**src/sv/hcl_pkg.sv**
```systemverilog
package hcl_pkg;

  localparam logic [1:0] CMD_BYTE  = 2'd0;
  localparam logic [1:0] CMD_READ  = 2'd1;
  localparam logic [1:0] CMD_CLEAR = 2'd2;

  // byte count from which a finished chunk publishes its total
  localparam logic [2:0] MIN_CHUNK = 3'd6;

  typedef enum logic [1:0] {
    OP_NOP,
    OP_WRITE,
    OP_READ,
    OP_CLEAR
  } op_kind_e;

  typedef struct packed {
    op_kind_e    kind;
    logic        publish;
    logic [15:0] addr;
    logic [31:0] word;
  } hcl_op_t;

endpackage

```
**src/sv/hcl_fifo.sv**
```systemverilog
module hcl_fifo (
  input  logic             clk_i,
  input  logic             rst_ni,
  input  logic             push_i,
  input  hcl_pkg::hcl_op_t op_i,
  input  logic             pop_i,
  output logic             full_o,
  output logic             valid_o,
  output hcl_pkg::hcl_op_t op_o
);
  import hcl_pkg::*;

  hcl_op_t    slot_q [2];
  logic       wr_q, wr_d;
  logic       rd_q, rd_d;
  logic [1:0] cnt_q, cnt_d;

  assign full_o  = (cnt_q == 2'd2);
  assign valid_o = (cnt_q != 2'd0);
  assign op_o    = slot_q[rd_q];

  always_comb begin
    wr_d  = push_i ? ~wr_q : wr_q;
    rd_d  = pop_i ? ~rd_q : rd_q;
    cnt_d = cnt_q + {1'b0, push_i} - {1'b0, pop_i};
  end

  always_ff @(posedge clk_i) begin
    if (push_i) begin
      slot_q[wr_q] <= op_i;
    end
  end

  always_ff @(posedge clk_i or negedge rst_ni) begin
    if (!rst_ni) begin
      wr_q  <= 1'b0;
      rd_q  <= 1'b0;
      cnt_q <= 2'd0;
    end else begin
      wr_q  <= wr_d;
      rd_q  <= rd_d;
      cnt_q <= cnt_d;
    end
  end

endmodule

```
**config.mk**
```make
export PLATFORM = sky130hd
export DESIGN_NAME = hcl_fifo
export DESIGN_NICKNAME = d
export VERILOG_FILES = /design/src/sv/hcl_pkg.sv /design/src/sv/hcl_fifo.sv
export SDC_FILE = /design/constraint.sdc
export NUM_CORES = 1
export LEC_CHECK = 0
export BUFFER_PORTS_ARGS = -buffer_cell sky130_fd_sc_hd__buf_2
export CELL_PAD_IN_SITES_DETAIL_PLACEMENT = 0
export CELL_PAD_IN_SITES_GLOBAL_PLACEMENT = 2
export CORE_ASPECT_RATIO = 0.6
export CORE_MARGIN = 8
export CORE_UTILIZATION = 36
export CTS_BUF_LIST = sky130_fd_sc_hd__clkbuf_8
export DETAILED_ROUTE_END_ITERATION = 7
export MAX_ROUTING_LAYER = met4
export PLACE_DENSITY = 0.86
export SLEW_MARGIN = 20
export SYNTH_ARGS = -nofsm -noshare
export SYNTH_HDL_FRONTEND = slang
export SYNTH_SLANG_ARGS = --single-unit
```
**constraint.sdc**
```tcl
create_clock -name clk_i -period 2.87 [get_ports clk_i]
set_input_delay 0.4305 -clock clk_i [delete_from_list [all_inputs] [get_ports clk_i]]
set_output_delay 0.4305 -clock clk_i [all_outputs]
set_load 0.01 [all_outputs]
```
==> key figures <==
Status
  – Status: finished clean

Cells and area
  – Layout area overhead: 21.3%
  – Seq. cell area: 3170 µm²
  – Most frequent cells in the layout: 107 x buf_2, 102 x edfxtp_1, 49 x mux2_4, 9 x clkbuf_8
  – Layout cells sized above 1: 61.6%
  – Post-layout util: 44.5%
  – Area of the multi-input gates: 858 µm²
  – Most common cell after layout, fill and taps aside: buf_2
  – Final #Nets: 349
  – Fillers: 996

Timing
  – Clk_skew: 0.00821 ns
  – Worst rel slew slack: 57.6%
  – RSZ-0062 raised after global routing: no
  – Post-route minimum period: 2.22 ns
  – Slew Viols, Final: 0
  – Max Clk Rate: 0.451 GHz
  – Final setup vio count: 0
  – Final hold viol count: 0
  – Tcrit/Tclk final: 77.3%
  – Setup TNS Final: 0 ns
  – Worst-margin pin slew: 0.636 ns

Worst setup path
  – Arrival @ worst endpoint: 1.79 ns
  – Worst Path Required: 2.44 ns
  – CP endpoint kind: primary output
  – Critical path peak fanout: 18
  – CP max-delay cell: dfrtp_4
  – Crit start category: flop
  – WS Path Type: reg2out
  – Worst stage delay on the critical path: 0.56 ns
  – Crit-path cells: buf_4 > mux2_4 > buf_2

Drt
  – Metal-1 WL: 3530 µm
  – Uppermost routed layer: met4
  – Final ANT Viol Nets: 0
  – Routed vias: 1951
  – DR WL met3: 867 µm
  – Drt wl/cell: 17.1 µm
  – Final wirelength: 7550 µm
  – Metal2 WL: 3100 µm
  – DRC Markers: 0
  – DRT iter0 DRCs: 68
  – TritonRoute pass-1 iters: 4
  – Via density: 4.41

Hold path
  – HP Class: in2reg

GRT
  – Initial antenna violation count: 1
  – Largest net degree at the start of global routing: 30
  – Number of global-route vias before repair: 2162
  – Global-route usage over all layers: 10.5%
  – GRT Residual Overflow: 0
  – First-pass GRT wire length: 11600 µm

Power
  – Pwr Density: 926 nW/µm²
  – VDD IR max: 0.000417 V
  – Static Leak: 2.03 nW

Placement
  – IO buf count: 107
  – Hpwl dp: 5410 µm
  – Gpl congestion: 0.709

CTS
  – Clock-pin transition on the worst setup and hold timing paths: 0.10 ns
  – Longest Clk Path Bufs: 2
  – Clock sinks: 106
  – H-tree depth: 3
  – CTS tree: done
  – CTS root buffer: clkbuf_8
  – # resized after CTS: 0
  – Clk_lat worst skew: 0.36 ns
  – CTS Buf Count: 9

Floorplanning
  – Core area: 11300 µm²
  – Die Span X: 154 µm
  – Row cnt: 30
  – Die height: 99.0 µm
  – Die area: 15300 µm²
  – Initial core utilization: 36.7%
  – IO Pins: 108

Synthesis
  – Post-Synthesis Cells: 174
  – Syn_nets: 231
  – Sequential share of the synthesized area: 76.6%
  – Cell Area, Synth: 4130 µm²
  – Syn_area_per_cell: 23.7 µm²
  – Register bit total from synthesis: 106
  – Synth cell types: 13
  – Yosys warning count: 0

Flow run
  – Maxcap violations: 0
logic make-up (layout without fill, tap and decap cells):
logic type                 Yosys count  in the layout  share of synthesized area (%)
muxes                               51             51                           18.4
buffers and inverters                8            131                           2.88
other                                0              1                              0
adders and majority gates            2              2                          0.606
and+or+nand+nor                      4              4                          0.606
DFF                                106            106                           76.6
xor gates and xnor gates             3              3                          0.999
cell usage after synthesis:
cell	number	share of area (%)
buf_6	1	0.27
inv_1	2	0.18
and2_1	1	0.15
nor2b_1	2	0.30
buf_12	5	2.4
dfrtp_1	4	2.4
ha_1	2	0.61
or2_2	1	0.15
xor2_1	2	0.42
mux2_4	49	18
mux2_2	2	0.55
xor3_1	1	0.58
edfxtp_1	102	74
layer usage:
layer / vias up / track usage (%)
met2: 83 / 14.5
met5: - / -
met1: 944 / 12.5
met3: 5 / 6.38
li1: 919 / -
met4: 0 / 3.15
timing repair:
action,CTS,global route
hold buffers,1,0
endpoints found under the setup margin,0,0
endpoints found under the hold margin,4,0
setup buffers,0,0
state kept, by name, indices dropped and copies added (netlist names):
name,flops
slot_q,102
wr_q,1
cnt_q,2
rd_q,1
layout make-up:
cell class,instances,share of cell area [%]
Clock buffer,9,2.47
Sequential cell,106,63.2
Inverter,2,0.150
Tap cell,144,3.60
Antenna cell,1,0.0500
Clock inverter,7,1.25
Timing Repair Buffer,113,12.1
Multi-Input combinational cell,60,17.1
through the flow:
step           hold slack [ns]  power (W)  cell area (µm²)  std cells  setup slack [ns]
5_1_grt                  0.208    0.00489             5010        442             0.557
4_1_cts                  0.216    0.00472             5010        441             0.616
3_3_place_gp             0.249    0.00384             4810        424              1.05
3_5_place_dp             0.252    0.00386             4810        424              1.04
2_1_floorplan            0.135    0.00341             4130        174             0.667
6_report                 0.245    0.00464             5010        442             0.651
worst max-delay path: cells and delay by family, from the launching register on:
kind,cells,cell delay [ns]
DFF,1,0.56
muxes,1,0.34
buffers and inverters,2,0.51
worst paths after layout:
| check | start | endpoint | slack, ns | cells after the start |
|---|---|---|---|---|
| max | rd_q | op_o[29] | 0.65 | 3 |
| min | op_i[1] | slot_q[1][1] | 0.25 | 1 |
| max reg2reg | wr_q | slot_q[1][42] | 1.24 | 2 |
| min reg2reg | wr_q | wr_q | 0.55 | 1 |
| max in group asynchronous | rst_ni | rd_q | 2.31 | 2 |
| min in group asynchronous | rst_ni | wr_q | 0.40 | 2 |
where the power goes:
group | total [W] | switching (W) | internal [W]
sequential | 0.00218 | 0.000122 | 0.00206
clock | 0.000848 | 0.000516 | 0.000332
combinational | 0.00161 | 0.000762 | 0.000848
Power figures use the tool's default switching activity.
