===== config.mk =====
export PLATFORM = sky130hd
export DESIGN_NAME = hcl_front
export DESIGN_NICKNAME = d
export VERILOG_FILES = /design/src/sv/hcl_pkg.sv /design/src/sv/hcl_front.sv
export SDC_FILE = /design/constraint.sdc
export NUM_CORES = 1
export LEC_CHECK = 0
export BUFFER_PORTS_ARGS = -buffer_cell sky130_fd_sc_hd__buf_2
export CAP_MARGIN = 20
export CORE_ASPECT_RATIO = 1.25
export CORE_MARGIN = 3
export CORE_UTILIZATION = 41
export DETAILED_ROUTE_END_ITERATION = 6
export GPL_TIMING_DRIVEN = 0
export MAX_ROUTING_LAYER = met4
export PLACE_DENSITY_LB_ADDON = 0.25
export SYNTH_ARGS = -nofsm -noshare
export SYNTH_HDL_FRONTEND = slang
export SYNTH_SLANG_ARGS = --single-unit

===== constraint.sdc =====
create_clock -name clk_i -period 3.5 [get_ports clk_i]
set_input_delay 0.7 -clock clk_i [delete_from_list [all_inputs] [get_ports clk_i]]
set_output_delay 0.7 -clock clk_i [all_outputs]
set_load 0.01 [all_outputs]

===== src/sv/hcl_pkg.sv =====
package hcl_pkg;

  localparam logic [1:0] CMD_BYTE  = 2'd0;
  localparam logic [1:0] CMD_READ  = 2'd1;
  localparam logic [1:0] CMD_CLEAR = 2'd2;

  // byte count from which a finished chunk publishes its total
  localparam logic [2:0] MIN_CHUNK = 3'd6;

  typedef enum logic [1:0] {
    OP_NOP,
    OP_WRITE,
    OP_READ,
    OP_CLEAR
  } op_kind_e;

  typedef struct packed {
    op_kind_e    kind;
    logic        publish;
    logic [15:0] addr;
    logic [31:0] word;
  } hcl_op_t;

endpackage


===== src/sv/hcl_front.sv =====
module hcl_front #(
  parameter int CHANNELS = 8192
) (
  input  logic           clk_i,
  input  logic           rst_ni,
  input  logic           valid_i,
  input  logic           ready_i,
  input  logic [1:0]     cmd_i,
  input  logic [7:0]     data_byte_i,
  input  logic           last_byte_i,
  input  logic [15:0]    bin_index_i,
  output logic           push_o,
  output hcl_pkg::hcl_op_t op_o
);
  import hcl_pkg::*;

  localparam logic [16:0] ChanLimit = 17'(CHANNELS);

  logic [2:0]  cnt_q, cnt_d;
  logic [1:0]  lane_q, lane_d;
  logic [7:0]  lo_q, lo_d;
  logic [16:0] ptr_q, ptr_d;
  logic [23:0] asm_q, asm_d;

  assign push_o = valid_i && ready_i;

  always_comb begin
    cnt_d        = cnt_q;
    lane_d       = lane_q;
    lo_d         = lo_q;
    ptr_d        = ptr_q;
    asm_d        = asm_q;
    op_o.kind    = OP_NOP;
    op_o.publish = 1'b0;
    op_o.addr    = bin_index_i;
    op_o.word    = {data_byte_i, asm_q};
    if (push_o) begin
      unique case (cmd_i)
        CMD_BYTE: begin
          if (cnt_q == 3'd0) begin
            lo_d = data_byte_i;
          end else if (cnt_q == 3'd1) begin
            ptr_d = {1'b0, data_byte_i, lo_q};
          end else begin
            if (lane_q == 2'd3) begin
              if (ptr_q < ChanLimit) begin
                op_o.kind = OP_WRITE;
                op_o.addr = ptr_q[15:0];
              end
              // bit 16 set means past every bin, hold there
              ptr_d = ptr_q[16] ? ptr_q : ptr_q + 17'd1;
            end else begin
              asm_d[{lane_q, 3'b000} +: 8] = data_byte_i;
            end
            lane_d = lane_q + 2'd1;
          end
          cnt_d = (cnt_q == 3'd7) ? cnt_q : cnt_q + 3'd1;
          if (last_byte_i) begin
            op_o.publish = (cnt_d >= MIN_CHUNK);
            cnt_d        = 3'd0;
            lane_d       = 2'd0;
            asm_d        = 24'd0;
          end
        end
        CMD_READ: begin
          if ({1'b0, bin_index_i} < ChanLimit) begin
            op_o.kind = OP_READ;
          end
        end
        CMD_CLEAR: begin
          op_o.kind = OP_CLEAR;
        end
        default: begin
          op_o.kind = OP_NOP;
        end
      endcase
    end
  end

  always_ff @(posedge clk_i or negedge rst_ni) begin
    if (!rst_ni) begin
      cnt_q  <= 3'd0;
      lane_q <= 2'd0;
      lo_q   <= 8'd0;
      ptr_q  <= 17'd0;
      asm_q  <= 24'd0;
    end else begin
      cnt_q  <= cnt_d;
      lane_q <= lane_d;
      lo_q   <= lo_d;
      ptr_q  <= ptr_d;
      asm_q  <= asm_d;
    end
  end

endmodule


==> impl_metrics.csv <==
group,metric,value,unit
status,outcome,"finished, final reports clean",
clock_tree,htreeDepth,2,
yosys,synth_fp_nets,350,
pwr,leakage,0.00185,µW
yosys,synth_top_area_share,42.1,%
drt,wl_per_cell,16.4,µm
worst_setup_path,arrival,2.38,ns
sta,rsz0062_at_grt,"false",
clock_tree,clock_sinks,54,
sta,setup_viol,0,
floorplanning,start_util,42.9,%
worst_setup_path,cp_max_fo,10,
min_path,holdCritPathClass,"input pin to asynchronous set/reset pin",
yosys,synth_async_sr_flop_share,100,%
drt,antenna_left,0,
global_routing,grt_pass1_vias,2700,
placement,port-buffer-count,81,
drt,met3WireLength,416,µm
final_layout,diodes,0,
sta,slew_viol_final,0,
sta,layout_min_cycle_time,3.08,ns
yosys,yosys.cell_types.count,58,
sta,hold_viol,0,
drt,top_layer,"met4",
pwr,vdd_drop_max,0.281,mV
worst_setup_path,cp-start-kind,"flop",
drt,drt-total-wl,8100,µm
worst_setup_path,cp_num_buf_inv,3,
clock_tree,postCtsSetupRepairBufs,0,
worst_setup_path,r2r_cells,7,
worst_setup_path,crit_start,"cnt_q[0]$_DFFE_PN0P_",
floorplanning,core,7490,µm²
final_layout,fin_cells,493,
yosys,ys_warn_count,0,
placement,gp_congestion,0.917,
sta,worst_slew_pin_slew,1.01,ns
worst_setup_path,r2r-end,"ptr_q[3]$_DFFE_PN0P_",
worst_setup_path,path_class,"flop to output pin",
sta,timing.slew.headroom,32.3,%
clock_tree,numCtsBuffers,5,
yosys,yosysMostFrequentCell,"dfrtp_1",
drt,viasPerCell,5.64,
yosys,netlist_instances,311,
placement,dpl.cell_count,485,
drt,num_vias,2782,
floorplanning,num_rows,35,
drt,first_iter_violations,198,
sta,finalClockSkew,0.00469,ns
drt,drtPass1Iterations,5,
clock_tree,root_buffer,"clkbuf_8",
yosys,synth-seq-cells,54,
clock_tree,cts_tree,"built",
sta,min_period_over_period,88.1,%
clock_tree,clk_latency,0.31,ns
final_layout,layout-drive-gt1-share,36.2,%
worst_setup_path,end_kind,"output pin",
yosys,netlist_area,3210,µm²
worst_setup_path,worstPathCellList,"inv_1, ha_1, nor2b_1, nor2_4, nand3_4, buf_6, mux2_4, buf_2",
clock_tree,ctsResizeCount,0,
yosys,synth_edf_count,0,
worst_setup_path,cpPeakStageDelay,0.43,ns
yosys,synthTopCellsByCount,"dfrtp_1 (54), nand2_1 (26), inv_1 (21)",
global_routing,grt_max_degree,41,
flow_run,cap_viol_max_count,0,
sta,finalSetupTns,0,ns
clock_tree,ctsHoldBuffers,0,
drt,wl_met1,3480,µm
floorplanning,die_h,105,µm
worst_setup_path,crit_end,"op_o[39]",
worst_setup_path,crit_path_top_delay_cell,"dfrtp_1",
worst_setup_path,crit_required,2.80,ns
global_routing,overflow,0,
worst_setup_path,regToRegStartpoint,"cnt_q[1]$_DFFE_PN0P_",
sta,fmax,324,MHz
drt,drcViolationCount,0,
clock_tree,clk_path_buf_depth,2,
global_routing,grt_first_pass_wirelength,13600,µm
drt,met2_length,4110,µm
yosys,yosys-top-cells-area,"dfrtp_1 (42%), mux2_2 (4.9%), a22o_1 (4.4%)",
worst_setup_path,path_depth,8,
floorplanning,fp.dieArea,8940,µm²
worst_setup_path,path_delay_family,"simple AND/OR/NAND/NOR gates",
final_layout,finalNetCount,439,
global_routing,grt_use_total,19.3,%
global_routing,antenna_found_initial,0,
yosys,avgSynthCellArea,10.3,µm²
yosys,seq_area_frac_synth,42.1,%
pwr,p_per_area,498,nW/µm²
yosys,ys.flop_type,"dfrtp_1",
yosys,yosys.area.top_type,"dfrtp_1",
final_layout,synthToLayoutAreaGrowth,20.5,%
placement,dpl.hpwl,6050,µm
floorplanning,io_pins,83,
worst_setup_path,rrSetupSlack,1.25,ns
floorplanning,die_w,85.2,µm
clock_tree,path_clk_slew,0.10,ns
## state kept, by name (all words and copies together), names as in the netlist
register  count
cnt_q         3
lane_q        2
ptr_q        17
lo_q          8
asm_q        24
## layout make-up
type	count	area, µm²
fill	683	3620
multi-input combinational	215	1650
sequential	54	1350
timing repair buffer	82	425
buffer	21	134
tap	92	115
inverter	21	78.8
clock buffer	5	68.8
clock inverter	3	47.5
## how the worst min path moves through the flow
| stage | slack [ns] | start | to |
|---|---|---|---|
| floorplan | 0.40 | rst_ni | asm_q[0]$_DFFE_PN0P_ |
| global placement | 0.49 | asm_q[12]$_DFFE_PN0P_ | asm_q[12]$_DFFE_PN0P_ |
| detailed placement | 0.49 | asm_q[12]$_DFFE_PN0P_ | asm_q[12]$_DFFE_PN0P_ |
| CTS | 0.30 | rst_ni | ptr_q[13]$_DFFE_PN0P_ |
| global route | 0.31 | rst_ni | ptr_q[13]$_DFFE_PN0P_ |
| finish | 0.30 | rst_ni | ptr_q[13]$_DFFE_PN0P_ |
## cells in the final DEF, fill, tap and decap left out, drive strengths merged, types with 3 or more instances in the layout
cell and count:
o211ai 5, mux2i 9, nor2 9, a32oi 3, o311ai 3, nand2b 5, and4 5, or3 3
o21ai 9, clkbuf 7, a31oi 3, buf 101, ha 8, a22o 16, nand3 9, a21oi 12
and2 5, inv 22, and3 5, nor2b 3, nand4 9, dfrtp 54, nor4 3, nand2 27
o22ai 8, nor3 9, mux2 21
## metal layers
metal | global-route usage [%] | up-vias
met3 | 3.79 | 12
met4 | 4.19 | 0
met1 | 24.4 | 1346
met2 | 31.9 | 97
li1 | - | 1327
met5 | - | -
## through the flow
stage	hold WS [ns]	power, µW	util (%)	worst slack, ns	instance area [µm²]
after floorplan	0.404	1300	-	1.02	3210
after CTS	0.304	1950	51.7	0.395	3870
final	0.299	1930	51.7	0.416	3870
after global placement	0.486	1490	49.8	0.577	3730
after detailed placement	0.486	1510	50.1	0.552	3750
after global routing	0.309	2060	51.7	0.222	3870
## worst register-to-register path: stages, from the launching register on
cell,delay [ns]
dfrtp_1,0.42
inv_1,0.09
ha_1,0.22
nand2b_1,0.07
buf_2,0.17
nor3_1,0.82
nand2_1,0.18
o311ai_0,0.16
## cell families after synthesis
kind of cell / synth area share [%]
and+or+nand+nor: 19.3
AOI/OAI and AO/OA: 17.9
DFF: 42.1
buffers and inverters: 6.62
muxes: 11.0
adders and majority gates: 3.12
## report_power, final
| group | switching [µW] | total, µW | internal (µW) |
|---|---|---|---|
| sequential | 145 | 905 | 760 |
| clock | 212 | 429 | 217 |
| combinational | 332 | 593 | 261 |
No activity file was read; power rests on OpenSTA's default activity.
